--- config.mk ---
export PLATFORM = sky130hd
export DESIGN_NAME = encoder_response_frame_parser_flat
export DESIGN_NICKNAME = d
export VERILOG_FILES = /design/src/design/erfp_pkg.sv /design/src/design/erfp_if.sv /design/src/design/erfp_frame.sv /design/src/design/encoder_response_frame_parser.sv /design/src/flat_wrapper.sv
export SDC_FILE = /design/constraint.sdc
export NUM_CORES = 1
export LEC_CHECK = 0
export BUFFER_PORTS_ARGS = -buffer_cell sky130_fd_sc_hd__buf_2
export CORE_MARGIN = 1.5
export CORE_UTILIZATION = 55
export DETAILED_ROUTE_END_ITERATION = 16
export MAX_ROUTING_LAYER = met4
export PLACE_DENSITY = 0.73
export SLEW_MARGIN = 20
export SYNTH_ARGS = -nofsm -noshare
export SYNTH_HDL_FRONTEND = slang
export SYNTH_SLANG_ARGS = --single-unit
--- constraint.sdc ---
create_clock -name clk -period 10.1 [get_ports clk]
set_clock_uncertainty 0.15 [all_clocks]
set_input_delay 0.505 -clock clk [delete_from_list [all_inputs] [get_ports clk]]
set_output_delay 0.505 -clock clk [all_outputs]
set_load 0.02 [all_outputs]
--- src/design/erfp_pkg.sv ---
// ----------------------------------------------------------------------------
// Encoder response frame parser package
// Shared types, codes and the CRC-16 byte update of the frame parser.
// ----------------------------------------------------------------------------
package erfp_pkg;

  localparam int MAX_FRAME_DEF = 256;
  localparam int MIN_FRAME     = 11;
  localparam int CFG_IDX_W     = 3;

  localparam logic [31:0] AXLE_WRAP = 32'h0040_0000;
  localparam logic [15:0] CRC_INIT  = 16'hFFFF;
  localparam logic [15:0] CRC_POLY  = 16'hA001;

  localparam logic [7:0] ADDR_BACK  = 8'h01;
  localparam logic [7:0] ADDR_AXLE  = 8'h02;
  localparam logic [7:0] ADDR_FRONT = 8'h03;

  localparam logic [31:0] READ_MIN_RST     = 32'h0000_0000;
  localparam logic [31:0] READ_MAX_RST     = 32'hFFFF_FFFF;
  localparam logic [31:0] AXLE_ZERO_RST    = 32'h0000_0000;
  localparam logic [31:0] BACK_OFFSET_RST  = 32'sd30;
  localparam logic [31:0] FRONT_OFFSET_RST = -32'sd210;
  localparam logic [31:0] AXLE_OFFSET_RST  = -32'sd4109;

  typedef enum logic [CFG_IDX_W-1:0] {
    REG_READ_MIN     = 3'd0,
    REG_READ_MAX     = 3'd1,
    REG_AXLE_ZERO    = 3'd2,
    REG_BACK_OFFSET  = 3'd3,
    REG_FRONT_OFFSET = 3'd4,
    REG_AXLE_OFFSET  = 3'd5
  } cfg_reg_t;

  typedef enum logic [2:0] {
    ST_UPDATED = 3'd0,
    ST_CRC_ERR = 3'd1,
    ST_RANGE   = 3'd2,
    ST_UNKNOWN = 3'd3,
    ST_SHORT   = 3'd4
  } frame_status_t;

  typedef struct packed {
    logic [7:0] rx_byte;
    logic       frame_end;
  } in_req_t;

  typedef struct packed {
    logic [2:0]  frame_status;
    logic [7:0]  encoder_id;
    logic [31:0] position;
    logic [7:0]  direction;
    logic [15:0] speed_rpm;
    logic [31:0] update_count;
  } out_req_t;

  typedef struct packed {
    logic [CFG_IDX_W-1:0] reg_index;
    logic [31:0]          wdata;
  } cfg_req_t;

  // Contents of one finished frame, handed from the byte stage to the checks.
  typedef struct packed {
    logic        short_frame;
    logic        crc_ok;
    logic [7:0]  addr;
    logic [31:0] count;
    logic [7:0]  dir;
    logic [15:0] rpm;
  } frame_snap_t;

  function automatic logic [15:0] crc16_byte(input logic [15:0] crc, input logic [7:0] b);
    logic [15:0] c;
    c = crc ^ {8'h00, b};
    for (int k = 0; k < 8; k++) begin
      if (c[0]) begin
        c = (c >> 1) ^ CRC_POLY;
      end else begin
        c = c >> 1;
      end
    end
    return c;
  endfunction

endpackage

--- src/design/erfp_if.sv ---
// ----------------------------------------------------------------------------
// Encoder response frame parser channels
// Valid/ready channels for received bytes, frame results and register writes.
// ----------------------------------------------------------------------------
interface erfp_in_if;
  logic             valid;
  logic             ready;
  erfp_pkg::in_req_t payload;

  modport source (output valid, output payload, input ready);
  modport sink   (input valid, input payload, output ready);
endinterface

interface erfp_out_if;
  logic               valid;
  logic               ready;
  erfp_pkg::out_req_t payload;

  modport source (output valid, output payload, input ready);
  modport sink   (input valid, input payload, output ready);
endinterface

interface erfp_cfg_if;
  logic               valid;
  logic               ready;
  erfp_pkg::cfg_req_t payload;

  modport source (output valid, output payload, input ready);
  modport sink   (input valid, input payload, output ready);
endinterface

--- src/design/erfp_frame.sv ---
// ----------------------------------------------------------------------------
// Encoder response frame byte stage
// Runs the CRC-16 and captures the frame fields one byte per request.
// ----------------------------------------------------------------------------
module erfp_frame #(
  parameter int MAX_FRAME = erfp_pkg::MAX_FRAME_DEF
) (
  input  logic                  clk,
  input  logic                  rst_n,
  input  logic                  take,
  input  logic [7:0]            rx_byte,
  input  logic                  frame_end,
  output erfp_pkg::frame_snap_t snap
);

  localparam int IDX_W = $clog2(MAX_FRAME + 1);
  localparam logic [IDX_W-1:0] IDX_MAX = IDX_W'(MAX_FRAME);
  localparam logic [IDX_W-1:0] IDX_MIN = IDX_W'(erfp_pkg::MIN_FRAME);

  logic [15:0]      crc_r, crc_nxt;
  logic [IDX_W-1:0] idx_r, idx_nxt;
  logic [7:0]       addr_r, addr_nxt;
  logic [31:0]      count_r, count_nxt;
  logic [7:0]       dir_r, dir_nxt;
  logic [15:0]      rpm_r, rpm_nxt;
  logic             room;

  always_comb begin
    room      = idx_r < IDX_MAX;
    crc_nxt   = crc_r;
    idx_nxt   = idx_r;
    addr_nxt  = addr_r;
    count_nxt = count_r;
    dir_nxt   = dir_r;
    rpm_nxt   = rpm_r;
    if (room) begin
      crc_nxt = erfp_pkg::crc16_byte(crc_r, rx_byte);
      idx_nxt = idx_r + IDX_W'(1);
      if (idx_r == IDX_W'(0)) begin
        addr_nxt = rx_byte;
      end else if (idx_r >= IDX_W'(3) && idx_r <= IDX_W'(6)) begin
        count_nxt = {count_r[23:0], rx_byte};
      end else if (idx_r == IDX_W'(8)) begin
        dir_nxt = rx_byte;
      end else if (idx_r == IDX_W'(9) || idx_r == IDX_W'(10)) begin
        rpm_nxt = {rpm_r[7:0], rx_byte};
      end
    end
  end

  assign snap.short_frame = idx_nxt < IDX_MIN;
  assign snap.crc_ok      = crc_nxt == 16'h0000;
  assign snap.addr        = addr_nxt;
  assign snap.count       = count_nxt;
  assign snap.dir         = dir_nxt;
  assign snap.rpm         = rpm_nxt;

  always_ff @(posedge clk) begin
    if (!rst_n || (take && frame_end)) begin
      crc_r   <= erfp_pkg::CRC_INIT;
      idx_r   <= '0;
      addr_r  <= '0;
      count_r <= '0;
      dir_r   <= '0;
      rpm_r   <= '0;
    end else if (take) begin
      crc_r   <= crc_nxt;
      idx_r   <= idx_nxt;
      addr_r  <= addr_nxt;
      count_r <= count_nxt;
      dir_r   <= dir_nxt;
      rpm_r   <= rpm_nxt;
    end
  end

endmodule

--- src/design/encoder_response_frame_parser.sv ---
// ----------------------------------------------------------------------------
// Encoder response frame parser
// Checks Modbus CRC-16 response frames from three encoders and reports the
// corrected position, direction, speed and update count at every frame end.
// ----------------------------------------------------------------------------
//   Channel  Dir  Request                     Fires
//   in_if    in   rx_byte, frame_end          every received byte
//   out_if   out  status, id, position, ...   one per frame-end byte
//   cfg_if   in   reg_index, wdata            register write, always ready
//
// One byte is taken per cycle while in_if is ready. A result passes from its
// frame-end byte through the byte stage, the range and sum stage, then the output register.
// Up to three results can wait in the pipeline while out_if stalls; only
// then does in_if drop ready. Reset clears the frame state, the counters,
// the pipeline valids and loads the register reset values.
// ----------------------------------------------------------------------------
module encoder_response_frame_parser #(
  parameter int MAX_FRAME = erfp_pkg::MAX_FRAME_DEF
) (
  input  logic       clk,
  input  logic       rst_n,
  erfp_in_if.sink    in_if,
  erfp_out_if.source out_if,
  erfp_cfg_if.sink   cfg_if
);

  logic [31:0] read_min_r, read_max_r, axle_zero_r;
  logic [31:0] back_off_r, front_off_r, axle_off_r, axle_off_w_r;
  logic [31:0] counters_r [3];

  logic take;
  erfp_pkg::frame_snap_t snap;

  logic                  s1_v_r;
  erfp_pkg::frame_snap_t s1_r;
  logic                  s2_v_r;
  erfp_pkg::frame_snap_t s2_r;
  logic                  s2_in_range_r;
  logic                  s2_wrap_r;
  logic [31:0]           s2_sum_r;
  logic [31:0]           sum_nxt;

  logic               out_v_r;
  erfp_pkg::out_req_t out_r, out_nxt;
  logic               out_free, s2_free, s1_free;
  logic [1:0]         slot;
  logic               bump;
  logic [31:0]        cnt_inc;

  // Configuration registers.
  assign cfg_if.ready = 1'b1;

  always_ff @(posedge clk) begin
    if (!rst_n) begin
      read_min_r   <= erfp_pkg::READ_MIN_RST;
      read_max_r   <= erfp_pkg::READ_MAX_RST;
      axle_zero_r  <= erfp_pkg::AXLE_ZERO_RST;
      back_off_r   <= erfp_pkg::BACK_OFFSET_RST;
      front_off_r  <= erfp_pkg::FRONT_OFFSET_RST;
      axle_off_r   <= erfp_pkg::AXLE_OFFSET_RST;
      axle_off_w_r <= erfp_pkg::AXLE_OFFSET_RST - erfp_pkg::AXLE_WRAP;
    end else if (cfg_if.valid) begin
      case (cfg_if.payload.reg_index)
        erfp_pkg::REG_READ_MIN:     read_min_r  <= cfg_if.payload.wdata;
        erfp_pkg::REG_READ_MAX:     read_max_r  <= cfg_if.payload.wdata;
        erfp_pkg::REG_AXLE_ZERO:    axle_zero_r <= cfg_if.payload.wdata;
        erfp_pkg::REG_BACK_OFFSET:  back_off_r  <= cfg_if.payload.wdata;
        erfp_pkg::REG_FRONT_OFFSET: front_off_r <= cfg_if.payload.wdata;
        erfp_pkg::REG_AXLE_OFFSET: begin
          axle_off_r   <= cfg_if.payload.wdata;
          axle_off_w_r <= cfg_if.payload.wdata - erfp_pkg::AXLE_WRAP;
        end
        default: ;
      endcase
    end
  end

  // Pipeline flow control.
  assign out_free    = !out_v_r || out_if.ready;
  assign s2_free     = !s2_v_r || out_free;
  assign s1_free     = !s1_v_r || s2_free;
  assign in_if.ready = s1_free;
  assign take        = in_if.valid && s1_free;

  erfp_frame #(
    .MAX_FRAME (MAX_FRAME)
  ) u_frame (
    .clk       (clk),
    .rst_n     (rst_n),
    .take      (take),
    .rx_byte   (in_if.payload.rx_byte),
    .frame_end (in_if.payload.frame_end),
    .snap      (snap)
  );

  always_ff @(posedge clk) begin
    if (!rst_n) begin
      s1_v_r <= 1'b0;
    end else if (s1_free) begin
      s1_v_r <= take && in_if.payload.frame_end;
    end
    if (take && in_if.payload.frame_end) begin
      s1_r <= snap;
    end
  end

  // Range window and axle sum.
  assign sum_nxt = s1_r.count + axle_zero_r;

  always_ff @(posedge clk) begin
    if (!rst_n) begin
      s2_v_r <= 1'b0;
    end else if (s2_free) begin
      s2_v_r <= s1_v_r;
    end
    if (s1_v_r && s2_free) begin
      s2_r          <= s1_r;
      s2_in_range_r <= (s1_r.count > read_min_r) && (s1_r.count < read_max_r);
      s2_sum_r      <= sum_nxt;
      s2_wrap_r     <= sum_nxt > erfp_pkg::AXLE_WRAP;
    end
  end

  // Frame verdict, position and update counter.
  always_comb begin
    slot    = 2'd1;
    bump    = 1'b0;
    cnt_inc = '0;
    out_nxt.frame_status = erfp_pkg::ST_UNKNOWN;
    out_nxt.encoder_id   = s2_r.addr;
    out_nxt.position     = '0;
    out_nxt.direction    = s2_r.dir;
    out_nxt.speed_rpm    = s2_r.rpm;
    out_nxt.update_count = '0;
    if (s2_r.addr == erfp_pkg::ADDR_BACK) begin
      slot = 2'd0;
    end else if (s2_r.addr == erfp_pkg::ADDR_FRONT) begin
      slot = 2'd2;
    end
    cnt_inc = counters_r[slot] + 32'd1;
    if (s2_r.short_frame) begin
      out_nxt.frame_status = erfp_pkg::ST_SHORT;
    end else if (!s2_r.crc_ok) begin
      out_nxt.frame_status = erfp_pkg::ST_CRC_ERR;
    end else if (s2_r.addr == erfp_pkg::ADDR_BACK || s2_r.addr == erfp_pkg::ADDR_FRONT) begin
      if (s2_in_range_r) begin
        bump                 = 1'b1;
        out_nxt.frame_status = erfp_pkg::ST_UPDATED;
        out_nxt.update_count = cnt_inc;
        out_nxt.position     = s2_r.count +
                               ((s2_r.addr == erfp_pkg::ADDR_BACK) ? back_off_r : front_off_r);
      end else begin
        out_nxt.frame_status = erfp_pkg::ST_RANGE;
        out_nxt.update_count = counters_r[slot];
      end
    end else if (s2_r.addr == erfp_pkg::ADDR_AXLE) begin
      bump                 = 1'b1;
      out_nxt.frame_status = erfp_pkg::ST_UPDATED;
      out_nxt.update_count = cnt_inc;
      out_nxt.position     = s2_sum_r + (s2_wrap_r ? axle_off_w_r : axle_off_r);
    end
  end

  always_ff @(posedge clk) begin
    if (!rst_n) begin
      out_v_r       <= 1'b0;
      counters_r[0] <= '0;
      counters_r[1] <= '0;
      counters_r[2] <= '0;
    end else begin
      if (out_free) begin
        out_v_r <= s2_v_r;
      end
      if (s2_v_r && out_free && bump) begin
        counters_r[slot] <= cnt_inc;
      end
    end
    if (s2_v_r && out_free) begin
      out_r <= out_nxt;
    end
  end

  assign out_if.valid   = out_v_r;
  assign out_if.payload = out_r;

endmodule

--- src/flat_wrapper.sv ---
// flat-port wrapper written by rule: the top's interface ports become plain ports
module encoder_response_frame_parser_flat 
#(
  parameter int MAX_FRAME = erfp_pkg::MAX_FRAME_DEF
)
  (clk, rst_n, in_if_valid, in_if_payload, in_if_ready, out_if_valid, out_if_payload, out_if_ready, cfg_if_valid, cfg_if_payload, cfg_if_ready);
  erfp_in_if in_if_i ();
  erfp_out_if out_if_i ();
  erfp_cfg_if cfg_if_i ();
  input  logic clk;
  input  logic rst_n;
  input wire logic [$bits(in_if_i.valid)-1:0] in_if_valid;
  input wire logic [$bits(in_if_i.payload)-1:0] in_if_payload;
  output wire logic [$bits(in_if_i.ready)-1:0] in_if_ready;
  output wire logic [$bits(out_if_i.valid)-1:0] out_if_valid;
  output wire logic [$bits(out_if_i.payload)-1:0] out_if_payload;
  input wire logic [$bits(out_if_i.ready)-1:0] out_if_ready;
  input wire logic [$bits(cfg_if_i.valid)-1:0] cfg_if_valid;
  input wire logic [$bits(cfg_if_i.payload)-1:0] cfg_if_payload;
  output wire logic [$bits(cfg_if_i.ready)-1:0] cfg_if_ready;
  assign in_if_i.valid = in_if_valid;
  assign in_if_i.payload = in_if_payload;
  assign in_if_ready = in_if_i.ready;
  assign out_if_valid = out_if_i.valid;
  assign out_if_payload = out_if_i.payload;
  assign out_if_i.ready = out_if_ready;
  assign cfg_if_i.valid = cfg_if_valid;
  assign cfg_if_i.payload = cfg_if_payload;
  assign cfg_if_ready = cfg_if_i.ready;
  encoder_response_frame_parser #(.MAX_FRAME(MAX_FRAME)) u_core (.clk(clk), .rst_n(rst_n), .in_if(in_if_i), .out_if(out_if_i), .cfg_if(cfg_if_i));
endmodule
-- Word level (Yosys, flattened, before mapping)
Memories as Yosys holds them, arrays and structs flattened.
Index checks and enable logic that the tools add are counted.
- register bits: 581
- memory bits (writable): 96
- memories: 1
- add/subtract/negate cells: 6
- order comparisons: 7
- eq/ne operators: 11
- muxes and demuxes: 57
- bitwise gates (word level): 10
- reduce and logical (&&, ||, !) cells: 28
- memories (name ; words ; width ; rd ports ; clocked after memory_dff ; write ports ; line ; RTL):
    u_core.counters_r ; 3 ; 32 ; 1 ; 0 ; 3 ; encoder_response_frame_parser.sv:29 ; logic [31:0] counters_r [3];
- operators by type and width (cell ; count):
    32-bit two-way mux ; 12
    16-bit two-way mux ; 21
    32-bit adder ; 3
    8-bit two-way mux ; 6
    32-bit by 1-bit adder with 32-bit output, second input constant ; 1
    32-bit by 23-bit greater-than comparator with 1-bit output, second input constant ; 1
    32-bit greater-than comparator ; 1
    32-bit less-than comparator ; 1
    32-bit OR reduction ; 1
    32-bit by 23-bit subtractor with 32-bit output, second input constant ; 1
    9-bit by 4-bit equality test with 1-bit output, second input constant ; 3
    2-bit NOT with 3-bit output ; 8
    8-bit by 2-bit equality test with 1-bit output, second input constant ; 2
    16-bit zero test ; 1
    16-bit by 8-bit XOR with 16-bit output ; 1
    2-bit AND reduction ; 6
    1-bit two-way mux ; 10
    2-bit two-way mux ; 5
    9-bit by 1-bit adder with 9-bit output, second input constant ; 1
    9-bit by 2-bit >= comparator with 1-bit output, second input constant ; 1
    9-bit by 3-bit less-or-equal comparator with 1-bit output, second input constant ; 1
    9-bit zero test ; 1
    9-bit by 4-bit less-than comparator with 1-bit output, second input constant ; 1
    9-bit less-than comparator, second input constant ; 1
    other kinds (12) ; 29

-- Logic depth before layout (Yosys ltp)
Gate-level depths: netlist (run 1).
- depth in word-level cells: 26
- mapped depth: 18

-- Modules after synthesis
From an unflattened synthesis (run 1), not the netlist that was laid out.
- cells, all modules: 3199
- area, all modules: 32693.9 µm²
- modules (own cells, without submodules) (module ; instances ; cells each ; area each (µm²) ; seq. area each (µm²)):
    encoder_response_frame_parser ; 1 ; 2698 ; 27976.8 ; 14944.3
    erfp_frame ; 1 ; 501 ; 4717.0 ; 1781.7

-- Worst setup path after synthesis (run 1)
OpenSTA, ideal clock, no wires.
- kind: input -> register
- start point: in out_if_ready
- end point: reg u_core.s2_r, in the netlist u_core.out_nxt[32], enable pin
- data arrival time: 7830 ps
- required time: 9238 ps
- slack: 1408 ps
- stages: 2
- path through: nor2b_1 -> a21boi_0
- longest elaborated chain between the ends: 3
- ends and longest elaborated chain (what ; line ; RTL):
    start: declaration ; flat_wrapper.sv:17 ; input wire logic [$bits(out_if_i.ready)-1:0] out_if_ready;
    1-bit logical OR ; encoder_response_frame_parser.sv:79 ; assign out_free = !out_v_r || out_if.ready;
    1-bit logical OR ; encoder_response_frame_parser.sv:80 ; assign s2_free = !s2_v_r || out_free;
    1-bit logical AND ; encoder_response_frame_parser.sv:116 ; if (s1_v_r && s2_free) begin
    end signal: assignment ; encoder_response_frame_parser.sv:117 ; s2_r <= s1_r;
    end: declaration ; encoder_response_frame_parser.sv:37 ; erfp_pkg::frame_snap_t s2_r;
No other way between the ends.
A chain may end at the register's enable or synchronous reset.

-- Final worst setup path (run 1)
- start point: reg u_core.s2_r, in the netlist u_core.out_nxt[91]
- end point: reg u_core.out_r, in the netlist u_core.out_if.payload[84] (data pin)
- longest elaborated chain between the ends: 5
- elaborated cells on any way between the ends: 9
- classes of those cells: add/sub (1); eq/ne (3); mux (4); reduce/logical (1)
- ends and longest elaborated chain (what ; line ; RTL):
    8-bit by 1-bit equality test with 1-bit output ; encoder_response_frame_parser.sv:145, encoder_response_frame_parser.sv:151 ;
    32-bit two-way mux ; encoder_response_frame_parser.sv:151 ; ((s2_r.addr == erfp_pkg::ADDR_BACK) ? back_off_r : front_off_r);
    32-bit adder ; encoder_response_frame_parser.sv:150 ; out_nxt.position = s2_r.count +
    32-bit two-way mux ; encoder_response_frame_parser.sv:146 ; if (s2_in_range_r) begin
    32-bit two-way mux * ; encoder_response_frame_parser.sv:145 ; end else if (s2_r.addr == erfp_pkg::ADDR_BACK || s2_r.addr == erfp_pkg::ADDR_FRONT) begin
    end signal: assignment ; encoder_response_frame_parser.sv:179 ; out_r <= out_nxt;
    end: declaration ; encoder_response_frame_parser.sv:44 ; erfp_pkg::out_req_t out_r, out_nxt;
Mark *: on every way between the ends. The rest lies on a longest branch, timed or not.

==> impl_metrics.json, run 1 <==
{
  "status": "finished, final reports clean",
  "cts_max_level": 3,
  "vias_per_cell": 5.91,
  "rsz0062_at_grt": "no",
  "yosysSeqAreaShare_pct": 50.8,
  "cts_root_buffer": "sky130_fd_sc_hd__clkbuf_16",
  "final_hold_viol_count": 0,
  "die_w_um": 248,
  "layout.nets": 3594,
  "maxClockFrequency_mhz": 188,
  "cp_slowest_cell": "sky130_fd_sc_hd__edfxtp_1",
  "all_layer_global_routing_usage_pct": 27.4,
  "cts_buffers": 69,
  "antenna_found_initial": 2,
  "cts-root-to-sink-buffers": 3,
  "required_ps": 10290,
  "num_vias": 24889,
  "post-cts-setup-buffers": 0,
  "synth_xor_area_share_pct": 4.36,
  "cp_max_fo": 33,
  "synth.yosys.warnings": 0,
  "slew_headroom_pct": 25.6,
  "final-max-slew-violation-count": 0,
  "gr-total-overflow": 0,
  "critPathMostFrequentCell": "sky130_fd_sc_hd__buf_4",
  "drc": 0,
  "synth-simple-area-share_pct": 17.2,
  "tritoncts": "yes",
  "worst_slew_pin_slew_ps": 1110,
  "synthesis.instances": 3315,
  "cpPeakStageDelay_ps": 440,
  "worst_setup_hold_path_clk_slew_ps": 60,
  "grt_pass1_wl_mm": 128,
  "drt_first_pass_iters": 6,
  "detail_route.iter0.violations": 1954,
  "finalSetupTns_ps": 0,
  "area_growth_pct": 10.9,
  "pin_count_of_the_biggest_net_entering_global_routing": 117,
  "drv.max_cap_violation_count": 0,
  "globalplace.congestion": 1.01,
  "synth_compound_gate_area_share_pct": 12.4,
  "clock_latency_ps": 620,
  "die_area_sq_um": 61300,
  "ioPinCount": 151,
  "worst_path_dominant_cell_family": "compound AO/OA/AOI/OAI gates",
  "post_synth_design_cell_area_sq_um": 32900,
  "yosys-mux-area-fraction_pct": 5.37,
  "critPathBufInv": 2,
  "setup.worst_path.start_class": "flip-flop",
  "final_layout_size_suffix_gt1_share_pct": 12.9,
  "synth_enable_flop_cells": 361,
  "synth_seq_cells": 655,
  "period_needed_ps": 5310,
  "p_per_area_nw_per_um2": 166,
  "synth-adder-area-share_pct": 6.38,
  "worst_ir_drop_vdd_v": 0.000139,
  "placementRows": 89,
  "synth.net_count": 3530,
  "holdCritPathClass": "input pin to flip-flop",
  "leading_cell_types_in_the_layout_fill_and_taps_excluded": "sky130_fd_sc_hd__nand2_1, sky130_fd_sc_hd__nor2_1, sky130_fd_sc_hd__edfxtp_1",
  "most_common_cell_after_layout_fill_and_taps_aside": "sky130_fd_sc_hd__nand2_1",
  "crit_path_end_kind": "flip-flop",
  "finalSetupViolCount": 0,
  "grt_pass1_vias": 23438,
  "wirelength_mm": 82.5,
  "leakagePower_nw": 14.4,
  "timing.critical_path.from": "u_core.out_nxt[91]",
  "timing.final.crit_share_pct": 52.6,
  "post-dp-hpwl_mm": 58.6,
  "dominant_combinational_cell_family_by_area_after_synthesis": "simple AND/OR/NAND/NOR gates",
  "wire_per_inst_um": 19.6,
  "ys.flop_type": "sky130_fd_sc_hd__edfxtp_1",
  "resize_count_post_cts": 0,
  "regToRegStartpoint": "u_core.out_nxt[91]",
  "die_h_um": 248,
  "cts-hold-fix-buffers": 0,
  "setup.worst_path.class": "flip-flop to flip-flop",
  "cts_sinks": 655,
  "placeableCoreArea_sq_um": 59000,
  "power_mw": 6.07,
  "timing.hold.worst.start": "rst_n",
  "initial_cell_density_of_the_core_pct": 55.7,
  "synth_async_sr_flop_share_pct": 0,
  "ys_types": 85,
  "cp_cell_sequence": "nor4_4, and3_1, buf_4, nand2b_1, buf_4, mux2_2, ha_1, fa_1, a21o_1, a311oi_1, o21a_1, nor3_1, a211o_1, a41o_1, o41ai_1, xor2_1, o21ai_0",
  "final_core_utilization_pct": 61.8,
  "syn-mean-instance-area_sq_um": 9.93,
  "final.hold.worst_slack_ps": 71.2,
  "crit_arrival_ps": 5510,
  "final_antenna_net_count": 0,
  "port_buffer_count": 149
}
==> logic make-up (layout without fill, tap and decap cells) <==
logic type / after synthesis / count (layout)
and+or+nand+nor: 1284 / 1284
AOI/OAI and AO/OA: 597 / 597
DFF: 655 / 655
other: 1 / 3
muxes: 162 / 162
xor gates and xnor gates: 162 / 162
adders and majority gates: 166 / 166
buffers and inverters: 288 / 409
==> flip-flops by register name (all words and copies together) (netlist names), 34 cells and up <==
register / flops
u_core.out_if.payload: 99
u_core.counters_r: 96
u_core.s1_r: 66
u_core.s2_r: 34
==> per-layer routing <==
| layer | track usage (%) | wire length (um) | part of all wire (%) | vias to the layer above |
|---|---|---|---|---|
| met5 | - | 0 | 0 | - |
| met4 | 8.72 | 2150 | 2.6 | 0 |
| met3 | 3.63 | 6480 | 7.9 | 138 |
| met2 | 40.8 | 36400 | 44 | 970 |
| met1 | 38.9 | 37400 | 45 | 11936 |
| li1 | - | - | - | 11845 |
==> stage by stage <==
stage | worst slack, ps | area, sq um | cells
after global routing | 4550 | 36500 | 4210
final | 4790 | 36500 | 4211
after CTS | 4870 | 36500 | 4209
after detailed placement | 4900 | 34200 | 4081
after global placement | 4980 | 34200 | 4081
after floorplan | 1410 | 32900 | 3315
==> where the power goes <==
group / leakage [nW] / switching [mW] / internal, mW / total, mW
combinational: 7.37 / 0.336 / 0.200 / 0.536
sequential: 5.92 / 0.0598 / 2.90 / 2.96
clock: 1.12 / 1.08 / 1.50 / 2.57
total: 14.4 / 1.47 / 4.59 / 6.07
==> worst paths after layout <==
check	to	slack (ps)	cells after the start
worst max register to register	u_core.out_if.payload[84]	4790	17
worst min-delay path	u_core.out_if.valid	70	2
worst max-delay path	u_core.out_if.payload[84]	4790	17
worst min register to register	u_core.out_if.payload[47]	270	0
==> cell type report <==
class | instances | area [sq um]
Clock buffer | 92 | 1850
Multi-Input combinational cell | 2372 | 15100
Fill cell | 4759 | 22500
Timing Repair Buffer | 178 | 970
Tap cell | 773 | 967
Inverter | 103 | 387
Clock inverter | 36 | 460
Sequential cell | 655 | 16700
Antenna cell | 2 | 5.00
==> synth_stat cells, drive strengths merged, types with 4 or more instances <==
master     n  area share [%]
o21bai    11            0.25
nor4      11            0.35
or3       22            0.45
or2        6            0.11
a211o      6            0.16
xor2      73             1.9
buf       12            0.27
a211oi    21            0.49
a21oi    134             2.0
nand3    120             1.9
a21boi   108             2.5
dfxtp    294              18
o32a       4            0.12
o22ai      5           0.095
inv      103             1.2
and2      10            0.19
o211a      5            0.15
o311ai     5            0.13
nand4     19            0.36
mux2i     45             1.4
nor3b      8            0.18
nor3      99             1.5
o21a      31            0.71
nand2b    19            0.36
edfxtp   361              33
or4        4            0.11
mux2     117             4.0
o21ai     61            0.93
nand3b     5            0.11
and3      22            0.42
a31o       5            0.13
clkbuf   173             2.0
nor4b      6            0.24
ha       163             6.2
a2111oi    7            0.19
a21o      55             1.3
a31oi     21            0.44
nor2b     23            0.44
xnor2     89             2.4
o211ai    61             1.4
a22oi     14            0.32
nand2    501             5.7
nor2     403             4.6
o31ai     13            0.30
No activity file was read; power rests on OpenSTA's default activity.
==> inputs of run 2 (changes only) <==
--- a/config.mk
+++ b/config.mk
@@ -10,7 +10,7 @@
 export CORE_UTILIZATION = 55
 export DETAILED_ROUTE_END_ITERATION = 16
 export MAX_ROUTING_LAYER = met4
-export PLACE_DENSITY = 0.73
+export PLACE_DENSITY = 0.75
 export SLEW_MARGIN = 20
 export SYNTH_ARGS = -nofsm -noshare
 export SYNTH_HDL_FRONTEND = slang
==> constraint.sdc (replaced) <==
create_clock -name clk -period 4.5 [get_ports clk]
set_clock_uncertainty 0.15 [all_clocks]
set_input_delay 0.225 -clock clk [delete_from_list [all_inputs] [get_ports clk]]
set_output_delay 0.225 -clock clk [all_outputs]
set_load 0.02 [all_outputs]
==> impl_metrics.json, run 2 (same netlist as run 1, synthesis figures left out) <==
{
  "status": "finished, final reports clean",
  "cts-root-to-sink-buffers": 3,
  "final_hold_viol_count": 0,
  "timing.final.crit_share_pct": 96.4,
  "drv.max_cap_violation_count": 0,
  "pin_count_of_the_biggest_net_entering_global_routing": 105,
  "multi_input_comb_area_sq_um": 15200,
  "die_w_um": 248,
  "final_layout_size_suffix_gt1_share_pct": 13.9,
  "num_vias": 24821,
  "detail_route.iter0.violations": 2038,
  "layout.nets": 3681,
  "worst_slew_pin_slew_ps": 1010,
  "final_antenna_net_count": 0,
  "holdCritPathClass": "input pin to flip-flop",
  "port_buffer_count": 149,
  "setup.worst_path.start_class": "flip-flop",
  "grt_pass1_vias": 22977,
  "finalSetupViolCount": 0,
  "wire_per_inst_um": 19.1,
  "ioPinCount": 151,
  "wirelength_mm": 82.2,
  "cts_sinks": 655,
  "cts_root_buffer": "sky130_fd_sc_hd__clkbuf_16",
  "clock_latency_ps": 620,
  "placeableCoreArea_sq_um": 59000,
  "leading_cell_types_in_the_layout_fill_and_taps_excluded": "sky130_fd_sc_hd__nand2_1, sky130_fd_sc_hd__nor2_1, sky130_fd_sc_hd__edfxtp_1",
  "place.detailed.instances": 4121,
  "critPathBufInv": 1,
  "p_switching_mw": 3.34,
  "final-max-slew-violation-count": 0,
  "drc": 0,
  "all_layer_global_routing_usage_pct": 27.3,
  "area_growth_pct": 13.4,
  "rsz0062_at_grt": "no",
  "worst_path_dominant_cell_family": "compound AO/OA/AOI/OAI gates",
  "post-dp-hpwl_mm": 57.0,
  "slew_headroom_pct": 32.2,
  "p_int_mw": 10.3,
  "vias_per_cell": 5.78,
  "gr-total-overflow": 0,
  "final.fill_count": 4854,
  "dp_worst_setup_slack_ps": -3.51,
  "maxClockFrequency_mhz": 230,
  "initial_cell_density_of_the_core_pct": 55.7,
  "grt_pass1_wl_mm": 127,
  "required_ps": 4720,
  "power.clock.fraction_pct": 42.3,
  "cp_max_fo": 4,
  "period_needed_ps": 4340,
  "final_critical_path_setup_slack_ps": 161,
  "globalplace.congestion": 0.948,
  "die_area_sq_um": 61300,
  "cp_slowest_cell": "sky130_fd_sc_hd__fa_1",
  "cts_max_level": 3,
  "placementRows": 89,
  "power_switching_share_pct": 24.4,
  "tritoncts": "yes",
  "worst_ir_drop_vdd_v": 0.000276,
  "comb_power_share_pct": 9.2,
  "reg2reg_slack_ps": 160,
  "seq_power_share_pct": 48.4,
  "crit_path_end_kind": "flip-flop",
  "die_h_um": 248,
  "leakagePower_nw": 14.8,
  "cts_buffers": 70,
  "antenna_found_initial": 1,
  "worst_setup_hold_path_clk_slew_ps": 60,
  "instances_no_fill": 4297,
  "largest_register_ff_count": 99,
  "crit_arrival_ps": 4560,
  "setup.worst_path.class": "flip-flop to flip-flop",
  "drt_first_pass_iters": 5,
  "most_common_cell_after_layout_fill_and_taps_aside": "sky130_fd_sc_hd__nand2_1",
  "final_core_utilization_pct": 63.2,
  "cpPeakStageDelay_ps": 450,
  "p_per_area_nw_per_um2": 367,
  "register_area_sq_um": 16700,
  "cp_cell_sequence": "nor4_4, and3_4, nand2b_4, buf_4, mux2_2, fa_1, a21o_1, a311oi_2, o21a_1, nor3_1, a211o_1, a41o_1, o41ai_2, xor2_1, o21ai_0"
}
==> run 2: changes by cell type in the layout (fill, tap and decap cells not counted), moves of 2 or more <==
| cell | delta |
|---|---|
| sky130_fd_sc_hd__nand2_2 | -2 |
| sky130_fd_sc_hd__buf_12 | +2 |
| sky130_fd_sc_hd__clkinv_1 | +3 |
| sky130_fd_sc_hd__nand2_1 | +2 |
| sky130_fd_sc_hd__a311oi_1 | -2 |
| sky130_fd_sc_hd__buf_4 | +39 |
| sky130_fd_sc_hd__a311oi_2 | +2 |
| sky130_fd_sc_hd__clkbuf_8 | -3 |
| sky130_fd_sc_hd__dlygate4sd3_1 | +45 |
==> run 2: cell type report <==
type                    instances  area share [%]
well taps                     773            2.59
inverters                     103            1.04
clock buffers                  91            4.94
multi-input cells            2372            40.7
repair buffers                264            4.70
clock inverters                38            1.23
flip-flops and latches        655            44.8
diodes                          1         0.00671
==> run 2: worst reg2reg max path, cell delays in order, from the launching register on <==
cell and delay [ps]:
sky130_fd_sc_hd__edfxtp_1 440, sky130_fd_sc_hd__nor4_4 320, sky130_fd_sc_hd__and3_4 240, sky130_fd_sc_hd__nand2b_4 80, sky130_fd_sc_hd__buf_4 170, sky130_fd_sc_hd__mux2_2 300
sky130_fd_sc_hd__fa_1 450, sky130_fd_sc_hd__a21o_1 240, sky130_fd_sc_hd__a311oi_2 280, sky130_fd_sc_hd__o21a_1 220, sky130_fd_sc_hd__nor3_1 110, sky130_fd_sc_hd__a211o_1 310
sky130_fd_sc_hd__a41o_1 290, sky130_fd_sc_hd__o41ai_2 240, sky130_fd_sc_hd__xor2_1 160, sky130_fd_sc_hd__o21ai_0 80
==> run 2: power groups by stage <==
stage          clock [mW]  sequential, mW  combinational [mW]
5_1_grt              6.10            6.64                1.39
3_3_place_gp            0            6.74                1.19
2_1_floorplan           0            6.72               0.869
6_report             5.79            6.63                1.27
4_1_cts              5.86            6.62                1.25
3_5_place_dp            0            6.75                1.20
==> run 2: worst paths after layout <==
path,from,end,cells after the start
setup / recovery,u_core.out_nxt[92],u_core.out_if.payload[84],15
hold / removal,cfg_if_payload[32],u_core.back_off_r[26],5
setup reg to reg,u_core.out_nxt[92],u_core.out_if.payload[84],15
hold reg to reg,u_core.s1_r[62],u_core.out_nxt[94],0
==> run 2: repair_timing <==
action | in CTS | in global routing
pin swaps | 0 | 5
endpoints found under the hold margin | 234 | 0
setup buffers | 0 | 1
hold buffers | 45 | 0
setup endpoints to repair | 1 | 7
gates resized for setup | 1 | 8
==> run 2: stage by stage <==
step	hold WS, ps	TNS [ps]	total power, mW	area [sq um]
global placement	252	0	7.93	34500
CTS	104	0	13.7	37300
floorplan	199	0	7.59	32900
detailed placement	255	-3.51	7.95	34500
global route	195	0	14.1	37300
finish	124	0	13.7	37300
==> run 2: metal layers <==
layer | GRT usage (%) | up-vias | routed length, um
met5 | - | - | 0
met4 | 7.99 | 0 | 1720
met1 | 39.5 | 11826 | 38300
li1 | - | 12007 | -
met2 | 40.0 | 879 | 35900
met3 | 3.72 | 109 | 6310
==> inputs of run 3 (changes only) <==
--- a/config.mk
+++ b/config.mk
@@ -5,6 +5,7 @@
 export SDC_FILE = /design/constraint.sdc
 export NUM_CORES = 1
 export LEC_CHECK = 0
+export ABC_AREA = 0
 export BUFFER_PORTS_ARGS = -buffer_cell sky130_fd_sc_hd__buf_2
 export CORE_MARGIN = 1.5
 export CORE_UTILIZATION = 55
==> constraint.sdc (replaced) <==
create_clock -name clk -period 3.5 [get_ports clk]
set_clock_uncertainty 0.15 [all_clocks]
set_input_delay 0.175 -clock clk [delete_from_list [all_inputs] [get_ports clk]]
set_output_delay 0.175 -clock clk [all_outputs]
set_load 0.02 [all_outputs]
==> impl_metrics.json, run 3 (same netlist as run 1, synthesis figures left out) <==
{
  "worst_setup_hold_path_clk_slew_ps": 60,
  "tritoncts": "yes",
  "drt_first_pass_iters": 5,
  "worst_ir_drop_vdd_v": 0.000411,
  "clock_latency_ps": 630,
  "placementRows": 89,
  "wire_per_inst_um": 19.6,
  "globalplace.congestion": 0.951,
  "status": "complete, but fails checks",
  "cts_root_buffer": "sky130_fd_sc_hd__clkbuf_16",
  "post-dp-hpwl_mm": 63.1,
  "cts_max_level": 3,
  "cp_cell_sequence": "nor4_4, and3_4, nand2b_4, mux2_4, ha_4, fa_2, a21o_1, a311oi_4, o21a_2, nor3_2, a211o_1, a41o_1, o41ai_2, xor2_1, o21ai_1",
  "gr-total-overflow": 0,
  "regToRegStartpoint": "u_core.out_nxt[91]",
  "cts-root-to-sink-buffers": 3,
  "layout.nets": 3935,
  "all_layer_global_routing_usage_pct": 29.7,
  "ioPinCount": 151,
  "path_depth": 15,
  "grt_pass1_vias": 25129,
  "critPathBufInv": 0,
  "leading_cell_types_in_the_layout_fill_and_taps_excluded": "sky130_fd_sc_hd__nand2_1, sky130_fd_sc_hd__nor2_1, sky130_fd_sc_hd__edfxtp_1",
  "final_core_utilization_pct": 67.8,
  "leakagePower_nw": 16.2,
  "cpPeakStageDelay_ps": 430,
  "die_h_um": 248,
  "drv.max_cap_violation_count": 0,
  "maxClockFrequency_mhz": 240,
  "final_critical_path_setup_slack_ps": -674,
  "cp_max_fo": 4,
  "instances_no_fill": 4550,
  "die_w_um": 248,
  "crit_path_end_kind": "flip-flop",
  "setup.worst_path.class": "flip-flop to flip-flop",
  "r2r-end": "u_core.out_if.payload[84]",
  "area_growth_pct": 21.7,
  "final-max-slew-violation-count": 0,
  "period_needed_ps": 4170,
  "timing.final.crit_share_pct": 119,
  "timing.hold.worst.start": "cfg_if_payload[33]",
  "worst_path_dominant_cell_family": "compound AO/OA/AOI/OAI gates",
  "pin_count_of_the_biggest_net_entering_global_routing": 172,
  "num_vias": 26400,
  "initial_cell_density_of_the_core_pct": 55.7,
  "vias_per_cell": 5.80,
  "grt_pass1_wl_mm": 138,
  "holdPathEnd": "u_core.axle_off_w_r[30]",
  "most_common_cell_after_layout_fill_and_taps_aside": "sky130_fd_sc_hd__nand2_1",
  "setup.worst_path.start_class": "flip-flop",
  "violated_checks": "negative setup slack",
  "largest_register_ff_count": 99,
  "final.hold.worst_slack_ps": 68.7,
  "cp_slowest_cell": "sky130_fd_sc_hd__edfxtp_1",
  "cts_buffers": 68,
  "rsz0062_at_grt": "yes",
  "reg2reg_slack_ps": -670,
  "antenna_found_initial": 1,
  "final_antenna_net_count": 0,
  "ff2ff_path_depth": 15,
  "worst_slew_pin_slew_ps": 945,
  "die_area_sq_um": 61300,
  "final_hold_viol_count": 0,
  "cts_sinks": 655,
  "place.detailed.instances": 4350,
  "detail_route.iter0.violations": 2034,
  "drc": 0,
  "timing.critical_path.from": "u_core.out_nxt[91]",
  "holdCritPathClass": "input pin to flip-flop",
  "final_layout_size_suffix_gt1_share_pct": 22.4,
  "crit_arrival_ps": 4380,
  "finalSetupViolCount": 38,
  "slew_headroom_pct": 36.8,
  "required_ps": 3710,
  "p_per_area_nw_per_um2": 439,
  "hold_depth": 4,
  "placeableCoreArea_sq_um": 59000,
  "wirelength_mm": 89.3,
  "port_buffer_count": 149
}
[run 3: cell count changes in the layout (fill, tap and decap cells not counted), moves of 8 or more]
cell                      change
sky130_fd_sc_hd__a21oi_1     -19
sky130_fd_sc_hd__o21ai_0      -8
sky130_fd_sc_hd__a21oi_2     +15
sky130_fd_sc_hd__buf_4      +231
sky130_fd_sc_hd__ha_4        +18
sky130_fd_sc_hd__buf_6       +20
sky130_fd_sc_hd__ha_1        -20
[run 3: worst reg2reg max path, stage by stage (launching register included)]
cell and delay [ps]:
sky130_fd_sc_hd__edfxtp_1 430, sky130_fd_sc_hd__nor4_4 310, sky130_fd_sc_hd__and3_4 250, sky130_fd_sc_hd__nand2b_4 100
sky130_fd_sc_hd__mux2_4 330, sky130_fd_sc_hd__ha_4 170, sky130_fd_sc_hd__fa_2 370, sky130_fd_sc_hd__a21o_1 210
sky130_fd_sc_hd__a311oi_4 240, sky130_fd_sc_hd__o21a_2 230, sky130_fd_sc_hd__nor3_2 60, sky130_fd_sc_hd__a211o_1 280
sky130_fd_sc_hd__a41o_1 230, sky130_fd_sc_hd__o41ai_2 300, sky130_fd_sc_hd__xor2_1 170, sky130_fd_sc_hd__o21ai_1 80
[run 3: metrics by stage]
| step | setup WS [ps] | TNS [ps] | instance area, sq um | total power [mW] |
|---|---|---|---|---|
| floorplan | -722 | -14140 | 33400 | 9.79 |
| global placement | -653 | -8340 | 36600 | 10.4 |
| detailed placement | -714 | -9980 | 36600 | 10.4 |
| CTS | -649 | -10620 | 39600 | 17.6 |
| global route | -845 | -21000 | 40000 | 18.1 |
| finish | -674 | -12240 | 40000 | 17.6 |
[run 3: how the worst max path moves through the flow]
stage | to | slack, ps
2_1_floorplan | u_core.out_if.payload[84] | -720
3_3_place_gp | u_core.out_if.payload[84] | -650
3_5_place_dp | u_core.out_if.payload[84] | -710
4_1_cts | u_core.out_if.payload[84] | -650
5_1_grt | u_core.out_if.payload[84] | -850
6_report | u_core.out_if.payload[84] | -670
[run 3: metal layers]
layer,global-route usage (%),vias to the layer above,share of wire (%)
met3,3.82,121,7.0
li1,-,12527,-
met2,45.4,858,46
met5,-,-,0
met1,41.8,12894,45
met4,8.22,0,2.0
[run 3: layout make-up]
| class | instances | area [sq um] |
|---|---|---|
| multi-input combinational | 2372 | 16000 |
| timing repair buffer | 520 | 3790 |
| fill | 4424 | 19000 |
| inverter | 103 | 387 |
| clock buffer | 95 | 1900 |
| antenna | 3 | 7.51 |
| sequential | 655 | 16700 |
| clock inverter | 29 | 297 |
| tap | 773 | 967 |
[run 3: power breakdown]
| group | internal [mW] | switching [mW] | total [mW] | leakage [nW] |
|---|---|---|---|---|
| sequential | 8.36 | 0.159 | 8.52 | 5.92 |
| clock | 3.95 | 3.13 | 7.08 | 1.07 |
| combinational | 0.836 | 1.12 | 1.96 | 9.18 |
| total | 13.2 | 4.41 | 17.6 | 16.2 |
[run 3: timing repair]
item,CTS,global route
hold buffers,46,0
endpoints found under the setup margin,37,75
hold endpoints to repair,264,0
setup buffers,19,17
gates cloned,0,0
pin swaps,58,62
resized for setup,55,71
